===== src/hw/rtl/assert_macros.svh =====
// Assertion macros for the RTL file that carries concurrent checks.
`ifndef ASSERT_MACROS_SVH
`define ASSERT_MACROS_SVH

// Same-cycle implication, sampled on clk and quiet while rst_n is low.
`define SWG_CHECK(label, ante, cons, msg) \
    label: assert property (@(posedge clk) disable iff (!rst_n) (ante) |-> (cons)) \
        else $error(msg);

// Next-cycle implication, sampled on clk and quiet while rst_n is low.
`define SWG_CHECK_NEXT(label, ante, cons, msg) \
    label: assert property (@(posedge clk) disable iff (!rst_n) (ante) |=> (cons)) \
        else $error(msg);

`endif


===== src/hw/rtl/swiglu_pkg.sv =====
// Shared types, constants and the saturation function of the SwiGLU core.
`timescale 1ns / 1ps

package swiglu_pkg;

    localparam int WORD_W     = 32;
    localparam int TDATA_W    = 3 * WORD_W;
    localparam int NUM_STAGES = 7;

    localparam logic signed [63:0] SAT_MAX = 64'sh0000_0000_7FFF_FFFF;
    localparam logic signed [63:0] SAT_MIN = 64'shFFFF_FFFF_8000_0000;

    // Per-stage load enables and valid flags of the pipeline.
    typedef struct packed {
        logic [NUM_STAGES-1:0] load;
        logic [NUM_STAGES-1:0] valid;
    } swiglu_ctrl_t;

    // Clamps a signed value to the 32-bit two's complement range.
    function automatic logic [WORD_W-1:0] sat32(input logic signed [63:0] v);
        logic [WORD_W-1:0] r;
        if (v > SAT_MAX) begin
            r = SAT_MAX[WORD_W-1:0];
        end
        else if (v < SAT_MIN) begin
            r = SAT_MIN[WORD_W-1:0];
        end
        else begin
            r = v[WORD_W-1:0];
        end
        return r;
    endfunction

endpackage


===== src/hw/rtl/swiglu_pipe_ctrl.sv =====
// Valid tracking and stall control for the SwiGLU datapath pipeline.
`timescale 1ns / 1ps

module swiglu_pipe_ctrl (
    input  logic                       clk,
    input  logic                       rst_n,
    input  logic                       in_valid,
    input  logic                       out_ready,
    output logic                       in_ready,
    output logic                       out_valid,
    output swiglu_pkg::swiglu_ctrl_t   ctrl
);
    import swiglu_pkg::*;

    logic [NUM_STAGES-1:0] valid_reg;
    logic [NUM_STAGES-1:0] valid_next;
    logic [NUM_STAGES-1:0] load;

    // A stage takes a new word when it is empty or its own word moves on,
    // so bubbles collapse and a full pipe stalls as a whole.
    always_comb
    begin
        load[NUM_STAGES-1] = !valid_reg[NUM_STAGES-1] || out_ready;
        for (int i = NUM_STAGES - 2; i >= 0; i--) begin
            load[i] = !valid_reg[i] || load[i+1];
        end
        valid_next[0] = load[0] ? in_valid : valid_reg[0];
        for (int i = 1; i < NUM_STAGES; i++) begin
            if (!load[i]) begin
                valid_next[i] = valid_reg[i];
            end
            else begin
                valid_next[i] = valid_reg[i-1];
            end
        end
    end

    always_ff @(posedge clk or negedge rst_n)
    begin
        if (!rst_n) begin
            valid_reg <= '0;
        end
        else begin
            valid_reg <= valid_next;
        end
    end

    assign in_ready   = load[0];
    assign out_valid  = valid_reg[NUM_STAGES-1];
    assign ctrl.load  = load;
    assign ctrl.valid = valid_reg;

endmodule


===== config.mk =====
export PLATFORM = sky130hd
export DESIGN_NAME = swiglu_pipe_ctrl
export DESIGN_NICKNAME = d
export VERILOG_FILES = /design/src/hw/rtl/assert_macros.svh /design/src/hw/rtl/swiglu_pkg.sv /design/src/hw/rtl/swiglu_pipe_ctrl.sv
export SDC_FILE = /design/constraint.sdc
export NUM_CORES = 1
export LEC_CHECK = 0
export ABC_AREA = 1
export ABC_CLOCK_PERIOD_IN_PS = 1270
export BUFFER_PORTS_ARGS = -buffer_cell sky130_fd_sc_hd__buf_2
export CORE_AREA = 2 2 39 41
export DETAILED_ROUTE_END_ITERATION = 6
export DIE_AREA = 0 0 41 43
export GPL_ROUTABILITY_DRIVEN = 0
export HOLD_SLACK_MARGIN = 0.06
export PLACE_DENSITY_LB_ADDON = 0.12
export SLEW_MARGIN = 40
export SYNTH_ARGS = -nofsm -noshare
export SYNTH_HDL_FRONTEND = slang
export SYNTH_SLANG_ARGS = --single-unit

===== constraint.sdc =====
create_clock -name clk -period 1.27 [get_ports clk]
set_input_delay 0.1905 -clock clk [delete_from_list [all_inputs] [get_ports clk]]
set_output_delay 0.1905 -clock clk [all_outputs]
set_load 0.1 [all_outputs]

* Word level (Yosys, flattened, before mapping)
Index checks and enable logic that the tools add are counted.
Cells by class: reductions and logical operators 14
Operator list (number):
- $logic_not 1->1 | 7
- $logic_or 1x1->1 | 7
Storage, ports and cells: bits in registers 7, output and inout bits 16, logic and storage cells 21

* Depth between registers and ports, before layout
Gate-level depths: netlist of run 1.
depth in word-level cells 8, mapped depth 5

* Worst setup path after synthesis of run 1
Ideal clock, no wire load.
path type reg-to-output, start point reg valid_reg[6], end point out ctrl[7] (netlist bit), arrival 3022 ps, data required time 1080 ps, setup slack -1943 ps, stages on the path, launching flop included 5, path through dfrtp_1 nand4_4 nor2_4 nand4_2 buf_4
RTL lines:
- start: declaration | line swiglu_pipe_ctrl.sv:15 | logic [NUM_STAGES-1:0] valid_reg;
- start signal: assignment | line swiglu_pipe_ctrl.sv:44 | valid_reg <= valid_next;
- end: declaration | line swiglu_pipe_ctrl.sv:11 | output swiglu_pkg::swiglu_ctrl_t ctrl

* Final worst setup path of run 1
start point reg valid_reg[5], end point out in_ready
Between the ends: cells in the longest elaborated chain, start to end 7
RTL lines:
- $logic_not 1->1 | line swiglu_pipe_ctrl.sv:25 | load[i] = !valid_reg[i] || load[i+1];
- $logic_or 1x1->1 (6 in series) | line swiglu_pipe_ctrl.sv:25
- end: declaration | line swiglu_pipe_ctrl.sv:9 | output logic in_ready,
No other way between the ends.

==> impl_metrics.py, run 1 <==
metrics = {
    "critical_path": {
        "start_kind": "flop",
        "r2r_start": "valid_reg[5]",
        "cp_max_fo": 5,
        "timing.rr.end": "valid_reg[6]",
        "cp.required_ns": 1.08,
        "end_kind": "primary output",
        "crit_arrival_ns": 1.30,
        "criticalPathCategory": "flop to primary output",
        "reg2reg_depth": 2,
        "reg2reg_slack_ns": 0.21,
    },
    "floorplanning": {
        "die_w_um": 41,
        "die_h_um": 43,
        "coreArea_sq_um": 1384,
        "rows": 14,
        "dieArea_sq_um": 1763,
        "io_pins": 20,
        "start_util": 0.2324,
    },
    "layout": {
        "diodes": 0,
        "final_common_cell": "buf_12",
        "regArea_sq_um": 186.4,
        "largest_register_ffs": 7,
        "multiInputGateArea_sq_um": 121.4,
        "final_cell_mix": "buf_12 (16), inv_1 (6), nand2_1 (6), buf_4 (6), dfrtp_1 (4)",
        "area_growth_pct": 143.2,
        "fill_cells": 119,
        "finalNonFillerCells": 76,
        "drive_gt1_frac": 0.7000,
        "layout.nets": 65,
    },
    "synthesis": {
        "ys_ff_latch": 7,
        "synthMuxAreaShare": 0,
        "synth.avg_cell_area_sq_um": 10.05,
        "ys_types": 10,
        "synth_top_family_by_area": "simple AND/OR/NAND/NOR gates",
        "synthTopCellsByArea": "dfrtp_1 (54%), inv_1 (11%), nand2_1 (8.2%), nand4_4 (6.6%), buf_4 (4.7%)",
        "synth_area_leader_cell": "dfrtp_1",
        "yosys_warnings": 0,
        "synth-compound-area-share": 0,
        "synthAdderAreaFrac": 0,
        "seq_area_frac_synth": 0.5447,
        "synth-xor-area-share": 0,
        "synth.top_cell.area_share": 0.5447,
        "synth-simple-area-share": 0.3035,
        "netlist_instances": 32,
        "syn-cell-area_sq_um": 321.6,
        "synth_fp_nets": 36,
    },
    "power": {
        "max-vdd-ir-drop_uv": 1135,
        "finalPower_uw": 1580,
        "power.density_nw_per_um2": 2021,
        "p_leak_uw": 0.0003790,
    },
    "global_routing": {
        "grt-ovfl-total": 0,
        "antenna_found_initial": 0,
        "grt_pass1_vias": 324,
        "grtUsageTotal": 0.1022,
        "grt_pass1_wl_um": 1242,
        "grt_start_max_net_pins": 8,
    },
    "sta": {
        "fin_crit_sh": 1.175,
        "worstMarginPinSlew_ns": 0.2860,
        "period_needed_ns": 1.492,
        "timing.fmax_ghz": 0.6704,
        "fin_skew_ns": 0.002094,
        "rsz0062_at_grt": "true",
        "hold_violations": 0,
        "relSlewSlack": 0.8093,
        "slew_viol_final": 0,
        "finalWorstSetupSlack_ns": -0.2216,
        "finalSetupViolCount": 8,
    },
    "run": {
        "cap_violations": 0,
    },
    "drt": {
        "wl_met1_um": 304,
        "wl_per_cell_um": 9.592,
        "highest_layer": "met3",
        "drtIter0Drc": 1,
        "ant_nets": 0,
        "wl_met2_um": 335,
        "dr.pass1.iters": 2,
        "wl_met3_um": 89,
        "post-route-drc-count": 0,
        "drt_wl_total_um": 729,
        "vias": 296,
        "post_drt_via_cell_ratio": 3.895,
    },
    "clock_network": {
        "insertion_delay_ns": 0.24,
        "cts_made_buffers": 3,
        "clk_path_buf_depth": 2,
        "root_buffer": "clkbuf_4",
        "cts_max_level": 1,
        "clk_pin_slew_ns": 0.05,
        "clock_sink_count": 7,
        "cts_tree": "built",
    },
    "placement": {
        "placed_cells": 70,
        "dp_hpwl_um": 602.7,
        "port_buffers": 19,
    },
    "hold_path": {
        "hold_depth": 3,
        "min_from": "in_valid",
        "min_path_type": "input pin to flop",
        "worstHoldEndpoint": "valid_reg[0]",
    },
    "outcome": {
        "violations": "negative setup slack",
        "status": "finished, violations left",
    },
}
==> cell type report <==
class,count,share of cell area
multi-input cells,14,0.1552
inverters,9,0.04800
flip-flops and latches,7,0.2384
repair buffers,26,0.4992
clock buffers,4,0.03360
well taps,16,0.02560
==> synth_stat cells <==
cell and number:
buf_4 2, dfrtp_1 7, inv_1 9, nand2_1 7, nand3_2 1, nand4_2 1
nand4_4 1, nor2_1 1, nor2_4 1, or2_2 2
==> worst max path at each step <==
stage	end	slack [ns]	from
floorplan	ctrl[7]	-1.05	valid_reg[6]
global route	in_ready	-0.31	valid_reg[5]
CTS	in_ready	-0.24	valid_reg[5]
detailed placement	in_ready	0.03	valid_reg[5]
finish	in_ready	-0.22	valid_reg[5]
global placement	ctrl[9]	0.04	valid_reg[5]
==> worst max-delay path: stages, from the launching register on <==
cell and delay (ns):
dfrtp_4 0.42, nand4_4 0.12, nor2_4 0.17, nand4_4 0.14
buf_12 0.21
==> power breakdown <==
part           leakage [uW]  switching [uW]  internal (uW)  total (uW)
Combinational      0.000292             696            373        1070
Sequential        0.0000721            50.1            266         316
Clock             0.0000150            76.7            120         196
==> cells by family after synthesis <==
kind of cell | count (synthesis)
and+or+nand+nor | 14
buffers and inverters | 11
DFF | 7
==> through the flow <==
stage / TNS (ns) / cell area (sq um) / hold WS, ns / util / worst slack (ns)
2_1_floorplan: -7.538 / 362.8 / -0.1051 / - / -1.054
3_3_place_gp: 0 / 733.2 / 0.03195 / 0.5298 / 0.04359
3_5_place_dp: 0 / 733.2 / 0.03117 / 0.5298 / 0.03068
4_1_cts: -1.331 / 782.0 / 0.1160 / 0.5651 / -0.2354
5_1_grt: -1.778 / 782.0 / 0.1341 / 0.5651 / -0.3063
6_report: -1.215 / 782.0 / 0.1218 / 0.5651 / -0.2216
==> timing repair <==
item / in CTS / in global routing
pin swaps: 0 / 1
setup buffers: 1 / 0
hold buffers: 1 / 0
endpoints found under the setup margin: 8 / 11
endpoints found under the hold margin: 7 / 0
gates resized for setup: 3 / 0
==> per-layer routing <==
layer | GRT usage | vias up
met1 | 0.1419 | 132
met3 | 0.03141 | 0
met2 | 0.1344 | 17
li1 | - | 147
met5 | 0 | -
met4 | 0.06000 | 0
(Power assumes the default switching activity.)
==> inputs of run 2 (changes only) <==
--- a/config.mk
+++ b/config.mk
@@ -6,5 +6,4 @@
 export NUM_CORES = 1
 export LEC_CHECK = 0
-export ABC_AREA = 1
 export ABC_CLOCK_PERIOD_IN_PS = 1270
 export BUFFER_PORTS_ARGS = -buffer_cell sky130_fd_sc_hd__buf_2
@@ -15,4 +14,5 @@
 export HOLD_SLACK_MARGIN = 0.06
 export PLACE_DENSITY_LB_ADDON = 0.12
+export RECOVER_POWER = 100
 export SLEW_MARGIN = 40
 export SYNTH_ARGS = -nofsm -noshare
==> constraint.sdc (replaced) <==
create_clock -name clk -period 1.27 [get_ports clk]
set_input_delay 0.1905 -clock clk [delete_from_list [all_inputs] [get_ports clk]]
set_output_delay 0.1905 -clock clk [all_outputs]
set_load 0.005 [all_outputs]
==> impl_metrics.py, run 2 <==
metrics = {
    "floorplanning": {
        "dieArea_sq_um": 1763,
        "die_h_um": 43,
        "start_util": 0.2251,
        "coreArea_sq_um": 1384,
        "io_pins": 20,
        "rows": 14,
        "die_w_um": 41,
    },
    "power": {
        "p_leak_uw": 0.0002209,
        "max-vdd-ir-drop_uv": 553.2,
        "clkPwrFrac": 0.289,
        "sw_frac_of_total": 0.2909,
        "power.density_nw_per_um2": 1486,
        "power_switching_uw": 203.4,
        "p_int_uw": 495.9,
        "combPwrFrac": 0.308,
        "finalPower_uw": 699.3,
        "seq_power_share": 0.403,
    },
    "clock_network": {
        "clk_path_buf_depth": 2,
        "clock_sink_count": 7,
        "insertion_delay_ns": 0.25,
        "root_buffer": "clkbuf_4",
        "cts_made_buffers": 3,
        "clk_pin_slew_ns": 0.05,
        "cts_tree": "built",
        "cts_max_level": 1,
    },
    "sta": {
        "fin_crit_sh": 1.075,
        "period_needed_ns": 1.365,
        "hold_violations": 0,
        "rsz0062_at_grt": "true",
        "slew_viol_final": 0,
        "timing.fmax_ghz": 0.7325,
        "worstMarginPinSlew_ns": 0.3972,
        "final.setup.tns_ns": -0.2852,
        "finalSetupViolCount": 6,
        "finalWorstSetupSlack_ns": -0.09512,
        "relSlewSlack": 0.7352,
        "fin_skew_ns": 0.0003033,
    },
    "layout": {
        "area_growth_pct": 51.00,
        "diodes": 0,
        "multiInputGateArea_sq_um": 103.9,
        "final_area_sq_um": 470.5,
        "regArea_sq_um": 175.2,
        "largest_register_ffs": 7,
        "fill_cells": 155,
        "layout.nets": 57,
        "drive_gt1_frac": 0.5385,
        "final_cell_mix": "buf_2 (18), dfrtp_1 (7), buf_4 (5)",
        "final_common_cell": "buf_2",
    },
    "drt": {
        "vias": 291,
        "post_drt_via_cell_ratio": 4.279,
        "dr.pass1.iters": 1,
        "wl_per_cell_um": 10.85,
        "drtIter0Drc": 0,
        "post-route-drc-count": 0,
        "drt_wl_total_um": 738,
        "ant_nets": 0,
    },
    "placement": {
        "port_buffers": 19,
        "place_area_sq_um": 410.4,
        "dp_hpwl_um": 523.2,
    },
    "global_routing": {
        "grtUsageTotal": 0.1021,
        "grt_start_max_net_pins": 8,
        "antenna_found_initial": 0,
        "grt_pass1_vias": 269,
        "grt-ovfl-total": 0,
        "grt_pass1_wl_um": 1097,
    },
    "synthesis": {
        "synth_common_cells": "dfrtp_1 (7), nand2b_1 (3), a21o_1 (2), buf_4 (2), nand2_1 (2)",
        "synth_area_leader_cell": "dfrtp_1",
        "ys.flop_type": "dfrtp_1",
        "synthTopCellsByArea": "dfrtp_1 (56%), nand2b_1 (6.0%), a21o_1 (4.8%), buf_4 (4.8%), buf_6 (3.6%)",
        "yosysMostFrequentCell": "dfrtp_1",
        "synth.avg_cell_area_sq_um": 11.54,
        "yosys_warnings": 0,
        "syn-cell-area_sq_um": 311.5,
        "synth_fp_nets": 31,
        "netlist_instances": 27,
        "async_flop_share": 1.000,
        "synth_edf_count": 0,
        "seq_area_frac_synth": 0.5622,
        "ys_types": 16,
        "ys_ff_latch": 7,
        "synth.top_cell.area_share": 0.5622,
    },
    "critical_path": {
        "cp.required_ns": 1.08,
        "crit_arrival_ns": 1.17,
        "end_kind": "primary output",
        "criticalPathCategory": "flop to primary output",
        "cp_max_fo": 6,
        "start_kind": "flop",
    },
    "hold_path": {
        "min_path_type": "input pin to flop",
    },
    "outcome": {
        "violations": "negative setup slack",
        "status": "finished, violations left",
    },
    "run": {
        "cap_violations": 0,
    },
}
run 2: cell types whose count changed after synthesis, sizes merged, moves of 2 or more:
cell,delta
buf,+2
nand2b,+3
inv,-8
a21o,+2
nor2,-2
nand2,-5
run 2: worst paths after layout:
| kind | start | depth (start not counted) | slack, ns | end |
|---|---|---|---|---|
| hold reg to reg | valid_reg[2] | 1 | 0.47 | valid_reg[3] |
| min in group asynchronous | rst_n | 2 | 0.38 | valid_reg[4] |
| setup / recovery | valid_reg[6] | 3 | -0.1 | in_ready |
| setup reg to reg | valid_reg[5] | 4 | -0.01 | valid_reg[0] |
| max in group asynchronous | rst_n | 2 | 0.62 | valid_reg[2] |
| hold / removal | in_valid | 2 | 0.14 | valid_reg[0] |
run 2: logic make-up after synthesis:
kind of cell,after synthesis,share of synthesized area
AOI/OAI and AO/OA,4,0.1084
buffers and inverters,5,0.1124
DFF,7,0.5623
and+or+nand+nor,11,0.2169
run 2: cell type report:
type,count,share of cell area
Clock buffer,4,0.05585
Inverter,1,0.007979
Multi-Input combinational cell,15,0.2207
Sequential cell,7,0.3723
Tap cell,16,0.04255
Timing Repair Buffer,25,0.3005
run 2: stage by stage:
step / setup slack [ns] / std cells / hold WS, ns / utilization
after global placement: 0.05107 / 60 / 0.03002 / 0.2966
after global routing: -0.1573 / 68 / 0.1367 / 0.3400
after detailed placement: 0.03650 / 60 / 0.03958 / 0.2966
after CTS: -0.1082 / 67 / 0.1296 / 0.3345
after floorplan: 0.08039 / 27 / -0.1051 / -
final: -0.09512 / 68 / 0.1389 / 0.3400
run 2: per-layer routing:
metal	routed length, um	up-vias	share of wire	track usage
met4	10	0	0.014	0.1000
met1	311	133	0.42	0.1118
met3	70	2	0.095	0.04712
met2	346	15	0.47	0.1344
met5	0	-	0	0
li1	-	141	-	-
run 2: power by group through the flow:
| stage | combinational [uW] | sequential, uW | clock [uW] |
|---|---|---|---|
| floorplan | 103 | 291 | 0 |
| global placement | 179 | 285 | 0 |
| detailed placement | 183 | 286 | 0 |
| CTS | 207 | 282 | 214 |
| global route | 243 | 287 | 226 |
| finish | 215 | 282 | 202 |
run 2: critical path: stages, from the launching register on:
cell,delay [ns]
dfrtp_1,0.35
and4b_2,0.31
nand4_1,0.12
buf_2,0.15
run 2: repair_timing:
item / in CTS / in global routing
gates resized for setup: 1 / 1
setup endpoints to repair: 6 / 8
hold buffers: 1 / 0
endpoints found under the hold margin: 7 / 0
setup buffers: 2 / 1
pin swaps: 3 / 2
