`config.mk`:
```
export PLATFORM = sky130hd
export DESIGN_NAME = swiglu_sigmoid
export DESIGN_NICKNAME = d
export VERILOG_FILES = /design/src/hw/rtl/assert_macros.svh /design/src/hw/rtl/swiglu_pkg.sv /design/src/hw/rtl/swiglu_sigmoid.sv
export SDC_FILE = /design/constraint.sdc
export NUM_CORES = 1
export LEC_CHECK = 0
export BUFFER_PORTS_ARGS = -buffer_cell sky130_fd_sc_hd__buf_2
export CELL_PAD_IN_SITES_DETAIL_PLACEMENT = 1
export CELL_PAD_IN_SITES_GLOBAL_PLACEMENT = 1
export CORE_MARGIN = 2
export CORE_UTILIZATION = 37
export DETAILED_ROUTE_END_ITERATION = 6
export PLACE_DENSITY_LB_ADDON = 0.1
export SYNTH_ARGS = -nofsm -noshare
export SYNTH_HDL_FRONTEND = slang
export SYNTH_SLANG_ARGS = --single-unit
export TNS_END_PERCENT = 50
```
`constraint.sdc`:
```
create_clock -name vclk -period 5
set_clock_uncertainty 0.1 [all_clocks]
set_input_delay 0 -clock vclk [all_inputs]
set_output_delay 0 -clock vclk [all_outputs]
set_load 0.005 [all_outputs]
```
`src/hw/rtl/assert_macros.svh`:
```
// Assertion macros for the RTL file that carries concurrent checks.
`ifndef ASSERT_MACROS_SVH
`define ASSERT_MACROS_SVH

// Same-cycle implication, sampled on clk and quiet while rst_n is low.
`define SWG_CHECK(label, ante, cons, msg) \
    label: assert property (@(posedge clk) disable iff (!rst_n) (ante) |-> (cons)) \
        else $error(msg);

// Next-cycle implication, sampled on clk and quiet while rst_n is low.
`define SWG_CHECK_NEXT(label, ante, cons, msg) \
    label: assert property (@(posedge clk) disable iff (!rst_n) (ante) |=> (cons)) \
        else $error(msg);

`endif

```
`src/hw/rtl/swiglu_pkg.sv`:
```
// Shared types, constants and the saturation function of the SwiGLU core.
`timescale 1ns / 1ps

package swiglu_pkg;

    localparam int WORD_W     = 32;
    localparam int TDATA_W    = 3 * WORD_W;
    localparam int NUM_STAGES = 7;

    localparam logic signed [63:0] SAT_MAX = 64'sh0000_0000_7FFF_FFFF;
    localparam logic signed [63:0] SAT_MIN = 64'shFFFF_FFFF_8000_0000;

    // Per-stage load enables and valid flags of the pipeline.
    typedef struct packed {
        logic [NUM_STAGES-1:0] load;
        logic [NUM_STAGES-1:0] valid;
    } swiglu_ctrl_t;

    // Clamps a signed value to the 32-bit two's complement range.
    function automatic logic [WORD_W-1:0] sat32(input logic signed [63:0] v);
        logic [WORD_W-1:0] r;
        if (v > SAT_MAX) begin
            r = SAT_MAX[WORD_W-1:0];
        end
        else if (v < SAT_MIN) begin
            r = SAT_MIN[WORD_W-1:0];
        end
        else begin
            r = v[WORD_W-1:0];
        end
        return r;
    endfunction

endpackage

```
`src/hw/rtl/swiglu_sigmoid.sv`:
```
// Four-segment piecewise-linear sigmoid of a signed fixed-point gate value.
`timescale 1ns / 1ps

module swiglu_sigmoid #(
    parameter int FRAC_BITS = 16
) (
    input  logic [swiglu_pkg::WORD_W-1:0] gate_value,
    output logic [FRAC_BITS:0]            sig
);
    import swiglu_pkg::*;

    localparam int SIG_W = FRAC_BITS + 1;

    localparam logic [32:0] ONE_M   = 33'd1 << FRAC_BITS;
    localparam logic [32:0] THR_HI  = 33'd5 << FRAC_BITS;
    localparam logic [32:0] THR_MID = (33'd19 << FRAC_BITS) >> 3;
    localparam logic [32:0] Y_HI    = (33'd27 << FRAC_BITS) >> 5;
    localparam logic [32:0] Y_MID   = (33'd5 << FRAC_BITS) >> 3;
    localparam logic [32:0] Y_LO    = ONE_M >> 1;

    logic [32:0] mag;
    logic [32:0] y;

    always_comb
    begin
        // The magnitude needs one extra bit for the most negative gate.
        if (gate_value[WORD_W-1]) begin
            mag = ~{gate_value[WORD_W-1], gate_value} + 33'd1;
        end
        else begin
            mag = {1'b0, gate_value};
        end

        if (mag >= THR_HI) begin
            y = ONE_M;
        end
        else if (mag >= THR_MID) begin
            y = (mag >> 5) + Y_HI;
        end
        else if (mag >= ONE_M) begin
            y = (mag >> 3) + Y_MID;
        end
        else begin
            y = (mag >> 2) + Y_LO;
        end

        // The curve is odd around one half, so negative gates mirror it.
        if (gate_value[WORD_W-1]) begin
            sig = SIG_W'(ONE_M - y);
        end
        else begin
            sig = SIG_W'(y);
        end
    end

endmodule

```
# Yosys cells after proc, flatten, opt, wreduce, memory -nomap -nowiden
# Cells that the tools add are included.
[classes]
n_addsub = 5
n_lt_le_gt_ge = 3
n_mux = 5
bitwise = 1
[op_table]
columns = ["op", "n"]
rows = [
  ["two-way mux 17 bit", 4],
  ["adder 17 x 16 -> 17 bit (second input constant)", 3],
  ["adder 33 x 1 -> 33 bit (second input constant)", 1],
  ["greater-or-equal comparator 33 x 17 -> 1 bit (second input constant)", 1],
  ["greater-or-equal comparator 33 x 18 -> 1 bit (second input constant)", 1],
  ["greater-or-equal comparator 33 x 19 -> 1 bit (second input constant)", 1],
  ["two-way mux 33 bit", 1],
  ["NOT 33 bit", 1],
  ["subtractor 17 bit (first input constant)", 1],
]
[word_totals]
register_bits = 0
input_bits = 32

# Depth between registers and ports, before layout
# Gate-level depths: netlist (run 1).
[depth]
word_depth = 9
mapped_depth = 23
ltp_nobuf = 18

# Least setup slack after synthesis (run 1)
# Ideal clock, no wire load.
[synth_path]
path_type = "input to output"
startpoint = "in gate_value[0] in the netlist's numbering"
endpoint = "out sig[10]"
arrival_ns = 5.047
required_time_ns = 4.900
setup_slack_ns = -0.147
cell_stages = 20
path_buffers = 3
path_cell_list = "inv_1 -> ha_1 -> buf_2 -> or4b_1 -> or4_1 -> o31ai_1 -> xor2_1 -> ha_1 -> a21boi_1 -> o31a_1 -> buf_1 -> mux2_2 -> o21ai_0 -> nand2_1 -> ha_1 -> clkbuf_1 -> and3_1 -> a32o_1 -> a221o_1 -> o32ai_1"
[synth_via]
elab_chain_len = 9
word_cells_on_any_way = 14
classes_between = "add/sub (5); order compare (3); mux (5); bitwise (1)"
[synth_lines]
columns = ["item", "line_no", "text"]
rows = [
  ["start: declaration", "swiglu_sigmoid.sv:7", "input logic [swiglu_pkg::WORD_W-1:0] gate_value,"],
  ["NOT 33 bit", "swiglu_sigmoid.sv:28", "mag = ~{gate_value[WORD_W-1], gate_value} + 33'd1;"],
  ["adder 33 x 1 -> 33 bit", "swiglu_sigmoid.sv:28", ""],
  ["two-way mux 33 bit *", "swiglu_sigmoid.sv:27", "if (gate_value[WORD_W-1]) begin"],
  ["greater-or-equal comparator 33 x 17 -> 1 bit, or another cell as far along", "swiglu_sigmoid.sv:40", "else if (mag >= ONE_M) begin"],
  ["two-way mux 17 bit", "swiglu_sigmoid.sv:40", ""],
  ["two-way mux 17 bit", "swiglu_sigmoid.sv:37", "else if (mag >= THR_MID) begin"],
  ["two-way mux 17 bit *", "swiglu_sigmoid.sv:34", "if (mag >= THR_HI) begin"],
  ["subtractor 17 bit", "swiglu_sigmoid.sv:49", "sig = SIG_W'(ONE_M - y);"],
  ["two-way mux 17 bit *", "swiglu_sigmoid.sv:48", "if (gate_value[WORD_W-1]) begin"],
  ["end: declaration", "swiglu_sigmoid.sv:8", "output logic [FRAC_BITS:0] sig"],
]
# Mark *: on every way between the ends. The rest lies on a longest branch, timed or not.

# Worst setup path after layout (run 1)
[layout_path]
startpoint = "in gate_value[11] in the netlist's numbering"
endpoint = "out sig[10]"
# Same word-level chain as after synthesis.

==> results of run 1 <==
cell usage in the layout (no fill, tap or decap), types with 6 or more instances in the layout:
cell type,netlist,layout
buf_4,0,26
nor3_1,13,13
or4_1,7,7
nand4_1,6,6
buf_2,2,49
inv_1,14,14
o41ai_1,6,6
nor4_1,11,11
mux2i_1,14,14
a21oi_1,26,26
nor2_1,29,29
or3_1,7,6
nand2_1,33,33
ha_1,11,10
o21ai_0,29,28
xnor2_1,20,20
o31ai_1,11,11
nand3_1,7,7
xor2_1,18,18
worst min-delay path, delay by kind of cell:
| kind | cells | cell delay (ns) |
|---|---|---|
| and+or+nand+nor | 1 | 0.11 |
| AOI/OAI and AO/OA | 2 | 0.29 |
| xor gates and xnor gates | 1 | 0.14 |
| buffers and inverters | 2 | 0.27 |
per-layer routing:
layer,wire length (um),vias up
met3,180,6
met2,4492,50
li1,-,1503
met1,4050,1492
met5,0,-
met4,85,0
layout make-up:
class | instances | area share
tap | 77 | 0.03343
timing repair buffer | 75 | 0.1528
multi-input combinational | 329 | 0.7942
inverter | 15 | 0.01954
logic make-up after synthesis:
family          count (synthesis)
compound gates                121
xor+xnor                       38
fa+ha+maj                      11
buf+inv                        38
mux                            16
simple gates                  143
per-stage QoR:
stage | area (um^2) | setup WS (ns) | power (mW) | hold slack (ns)
2_1_floorplan | 2416 | 0.02787 | 0.1535 | 0.2858
3_3_place_gp | 2856 | 0.1866 | 0.2341 | 0.6505
3_5_place_dp | 2856 | 0.06116 | 0.2398 | 0.6741
4_1_cts | 2856 | 0.06576 | 0.2408 | 0.6779
5_1_grt | 2882 | 0.008676 | 0.2676 | 0.7556
6_report | 2882 | 0.2475 | 0.2436 | 0.7101
synthesized netlist by cell type, drive strengths merged, types with 2 or more instances:
master,instances,area share
o2111ai,2,0.0073
nor4b,2,0.0073
a41oi,2,0.010
mux2i,14,0.058
o31ai,15,0.066
ha,11,0.057
o41ai,6,0.022
clkbuf,18,0.028
a311oi,2,0.0073
nor4,12,0.034
or3,7,0.018
o21bai,2,0.0062
a21oi,27,0.058
a211oi,3,0.0094
nand3,7,0.015
nor3,13,0.027
or4,9,0.031
a31oi,5,0.013
nor2,29,0.045
xnor2,20,0.073
a21o,3,0.0094
nor3b,2,0.0062
or2,6,0.016
xor2,18,0.066
o211ai,5,0.016
o31a,2,0.0073
or4b,2,0.0083
and3,5,0.013
a2111oi,2,0.0073
a221o,2,0.0083
nor2b,3,0.0078
o311ai,2,0.0073
nand4,6,0.016
buf,5,0.012
inv,14,0.022
mux2,2,0.0094
nand2,33,0.051
o32ai,3,0.011
and4,2,0.0073
o21ai,30,0.062
nand2b,3,0.0078
power breakdown:
part / internal, mW / leakage [nW] / total [mW] / switching (mW)
Sequential: 0 / 0 / 0 / 0
Combinational: 0.0927 / 1.15 / 0.244 / 0.151
Clock: 0 / 0 / 0 / 0
how the worst max path moves through the flow:
stage,from,endpoint,slack [ns],depth (start not counted)
2_1_floorplan,gate_value[0],sig[10],0.03,20
3_3_place_gp,gate_value[11],sig[12],0.19,18
3_5_place_dp,gate_value[11],sig[12],0.06,18
4_1_cts,gate_value[11],sig[12],0.07,18
5_1_grt,gate_value[11],sig[10],0.009,18
6_report,gate_value[11],sig[10],0.25,18
timing repair:
action,4_1_cts,5_1_grt
hold buffers,0,0
resized for setup,0,5
endpoints found under the setup margin,0,6
hold endpoints to repair,0,0
==> reports/results.tsv, run 1 <==
metric	value	unit
vias per std cell	6.151	
Slew Limit Headroom	0.5345	
Hold Fails Final Rpt	0	
Pins Over Slew Limit	0	
largest family of logic cells by synthesized area	compound AO/OA/AOI/OAI gates	
Tcrit/Tclk final	0.9505	
initial drt markers	136	
Placed Cells	496	
VDD IR max	0.04644	mV
DRT antenna net count	0	
Synth Area in XOR/XNOR	0.1383	
synth warn	0	
LEAKAGE	1.149	nW
M1 GR Usage	0.3109	
worst slew pin tran	0.6929	ns
total setup buffers inserted after CTS	0	
CP top delay family	simple AND/OR/NAND/NOR gates	
Synth Area in Adders	0.05720	
vias after detailed routing	3051	
part of the Yosys area used for sequential elements	0	
CP Cell Sequence	buf_2, or4_4, or4b_2, o221ai_2, ha_1, nor3b_1, o2111ai_1, or3_4, o31a_1, mux2_2, o21ai_1, nand2_1, ha_4, and3_1, a32o_1, a221o_1, o32ai_1, buf_2	
Cells after Synth	367	
gpl congestion	0.8201	
Simple-Gate Fraction of Synth Area	0.3177	
routing usage on met2	0.4524	
fin cells	496	
I/O Pins	49	
MaxCap Viol Count	0	
hpwl dp	7.255	mm
WHS Path Cells	6	
CP Buf/Inv Count	2	
startpoint types	input pin	
FFs & Latches	0	
synthesized cell area	2406	um^2
Die Wd	84.64	um
largest net degree at the start of global routing	33	
Syn Nets	410	
Area Growth Syn to Fin	19.76	%
Crit Path Category	input pin to output port	
die area	7164	um^2
Crit path arrival time	4.65	ns
CP required	4.90	ns
number of buffers added on ports	49	
first-pass GRT wire length	14.60	mm
pwr dens	84.54	nW/um^2
row count	29	
CP Capture Type	output port	
clock buf count	0	
Total Routing Usage GR	0.2390	
drt first pass iters	4	
layout cells sized above 1	0.2315	
mux contribution to synthesized area	0.06760	
Die Span Y	84.64	um
fmax	210.4	MHz
worst hold path startpoint	gate_value[9]	
global route hottest layer	met2	
wire per inst	17.76	um
multi-input logic area	2288	um^2
GR Overflow Total	0	
Slowest Stage Delay on Critical Path	0.66	ns
vias in the first global route	2945	
Synth Area in Compound Gates	0.3557	
core area	6314	um^2
unrepaired setup endpoints after global routing	false	
Slowest-stage cell, CP	or4b_2	
# setup viols final	0	
CP most frequent cell	buf_2	
n_diodes	0	
post-synth cell types	64	
DR DRC count	0	
Util after Layout	0.4564	
Initial Utilization	0.3811	
Final Net Count	464	
Routed WL	8.808	mm
total negative slack	0	ns
Min Clock Period, post-route	4.753	ns
sequential standard cell area	0	um^2
initial antenna violation count	0	
status	completed	
met3 Use GR	0.002950	
Hold WC Path Type	input pin to output port	
Avg Cell Area, Syn	6.556	um^2
Worst Hold End	sig[4]	
fill cell count	866	
critical path fanouts, max	8	
Note: power is estimated with default switching activity, not from simulation.
==> run 2: changes to the inputs <==
- ABC_AREA: default -> 1
- CORE_UTILIZATION: 37 -> 36
- MAX_ROUTING_LAYER: default -> met4
==> run 2 against run 1 <==
  * Synthesized cell count is 63% higher
  * Critical path depth is 10 higher
  * Area after synthesis is 28% higher
  * Via count is 24% higher
  * Routed wire length is 20% higher
  * Global-route usage is 0.21 points lower
  * Worst hold slack worse by 0.14 ns
  * Cell count is 49% higher
  * Die area is 30% higher
  * Clock-buffer cell count stayed put
  * Highest routed layer unchanged
==> reports/results.tsv, run 2 <==
metric	value	unit	change
status	completed		
synth warn	0		unchanged
wire per inst	14.33	um	-19%
initial drt markers	143		+5.1%
Avg Cell Area, Syn	5.153	um^2	-21%
Pins Over Slew Limit	0		unchanged
vias in the first global route	3636		+23%
Crit Path Category	input pin to output port		
hold-fix buffers at CTS	0		unchanged
die area	9316	um^2	+30%
LEAKAGE	1.922	nW	+67%
unrepaired setup endpoints after global routing	false		
Cells after Synth	598		+63%
MaxCap Viol Count	0		unchanged
Slew Limit Headroom	0.6429		+0.1083
vias after detailed routing	3777		+24%
worst hold path startpoint	gate_value[13]		
DRT antenna net count	0		unchanged
Area Growth Syn to Fin	8.932	%	
initial antenna violation count	0		unchanged
Synth top area share	0.2460		+0.1732
CP Buf/Inv Count	5		+3
Slowest Stage Delay on Critical Path	0.41	ns	-0.25 ns
Die Span Y	96.52	um	+14%
Total Routing Usage GR	0.2368		-0.002122
Syn Nets	641		+56%
DR DRC count	0		unchanged
Min Clock Period, post-route	4.123	ns	-0.6298 ns
total negative slack	0	ns	unchanged
Routed WL	10.59	mm	+20%
Hold WC Path Type	input pin to output port		
startpoint types	input pin		
part of the Yosys area used for sequential elements	0		unchanged
I/O Pins	49		unchanged
n_diodes	0		unchanged
synthesized cell area	3082	um^2	+28%
# setup viols final	0		unchanged
Tcrit/Tclk final	0.8245		-0.1260
fmax	242.6	MHz	+15%
Hold Fails Final Rpt	0		unchanged
number of buffers added on ports	49		unchanged
post-synth cell types	41		-36%
Synth top cells by count	nand2_1 (202), nand3_1 (99), nor2_1 (84)		
Slowest-stage cell, CP	o21ai_4		
start point of the critical path	gate_value[0]		
CP required	4.90	ns	about the same
Util after Layout	0.4065		-0.04989
hpwl dp	9.126	mm	+26%
pwr dens	57.10	nW/um^2	-32%
worst slew pin tran	0.5357	ns	-0.1571 ns
CP top delay family	simple AND/OR/NAND/NOR gates		
total setup buffers inserted after CTS	0		unchanged
Crit path arrival time	4.02	ns	-0.63 ns
CP Capture Type	output port		
Initial Utilization	0.3732		-0.007912
Synth area leader	nand2_1		
VDD IR max	0.02058	mV	-56%
layout cells sized above 1	0.2035		-0.02803
commonest non-fill, non-tap cell in the layout	nand2_1		
Post-CTS Resized	0		unchanged
Final Net Count	679		+46%
vias per std cell	5.111		-17%
core area	8258	um^2	+31%
largest net degree at the start of global routing	49		+48%
most frequent cells in the layout	nand2_1 (202), nand3_1 (99), nor2_1 (84)		
gpl congestion	0.9192		+12%
fill cell count	1238		+43%
first-pass GRT wire length	17.29	mm	+18%
CP most frequent cell	nand3_1		
largest cells by area after synthesis	nand2_1 (25%), nand3_1 (16%), nor2_1 (10%)		
Die Wd	96.52	um	+14%
clock buf count	0		unchanged
row count	33		+14%
sequential standard cell area	0	um^2	unchanged
cell with the most instances after synthesis	nand2_1		
GR Overflow Total	0		unchanged
drt first pass iters	4		unchanged
FFs & Latches	0		unchanged
critical path fanouts, max	17		+9
run 2: cell count changes after synthesis, sizes merged, moves of 12 or more:
cell    delta
nor2      +72
nor4      -12
mux2i     -14
nand2    +193
inv       +51
o21ai     -14
xnor2     -14
a21oi     -26
o31ai     -15
nand3    +109
clkbuf    -18
run 2: area by class of cell:
class | count | area (um^2) | area share
inverters | 67 | 254.0 | 0.07566
repair buffers | 51 | 260.3 | 0.07753
multi-input cells | 516 | 2711 | 0.8077
well taps | 105 | 131.4 | 0.03914
run 2: stage by stage:
stage          cells  area, um^2  hold WS [ns]  power, mW  setup slack, ns
2_1_floorplan    598        3082        0.1295     0.1318            1.890
3_3_place_gp     739        3357        0.5801     0.1866           0.9611
3_5_place_dp     739        3357        0.5827     0.1917           0.8835
4_1_cts          739        3357        0.5863     0.1925           0.8756
5_1_grt          739        3357        0.6310     0.2178           0.4284
6_report         739        3357        0.5741     0.1917           0.8773
run 2: final timing paths:
| kind | endpoint | slack, ns | cells past startpoint |
|---|---|---|---|
| min | sig[8] | 0.57 | 6 |
| max | sig[8] | 0.88 | 28 |
run 2: kinds of logic (layout without fill, tap and decap cells):
group,count (synthesis),in the layout,synth area share
AO/OA/AOI/OAI,20,20,0.04101
XOR/XNOR,15,15,0.04507
adder cells (fa/ha/maj),11,11,0.04466
buffers and inverters,82,118,0.1202
AND/OR/NAND/NOR,470,470,0.7491
run 2: per-layer routing:
| metal | share of wire | wire, um | global-route usage |
|---|---|---|---|
| met1 | 0.51 | 5393 | 0.3217 |
| met5 | 0 | 0 | - |
| met2 | 0.47 | 4979 | 0.4184 |
| met3 | 0.016 | 167 | 0.001552 |
| met4 | 0.0049 | 52 | 0.01056 |
run 2: where the power goes:
group          internal (mW)  switching, mW
registers                  0              0
logic                 0.0607          0.131
clock network              0              0
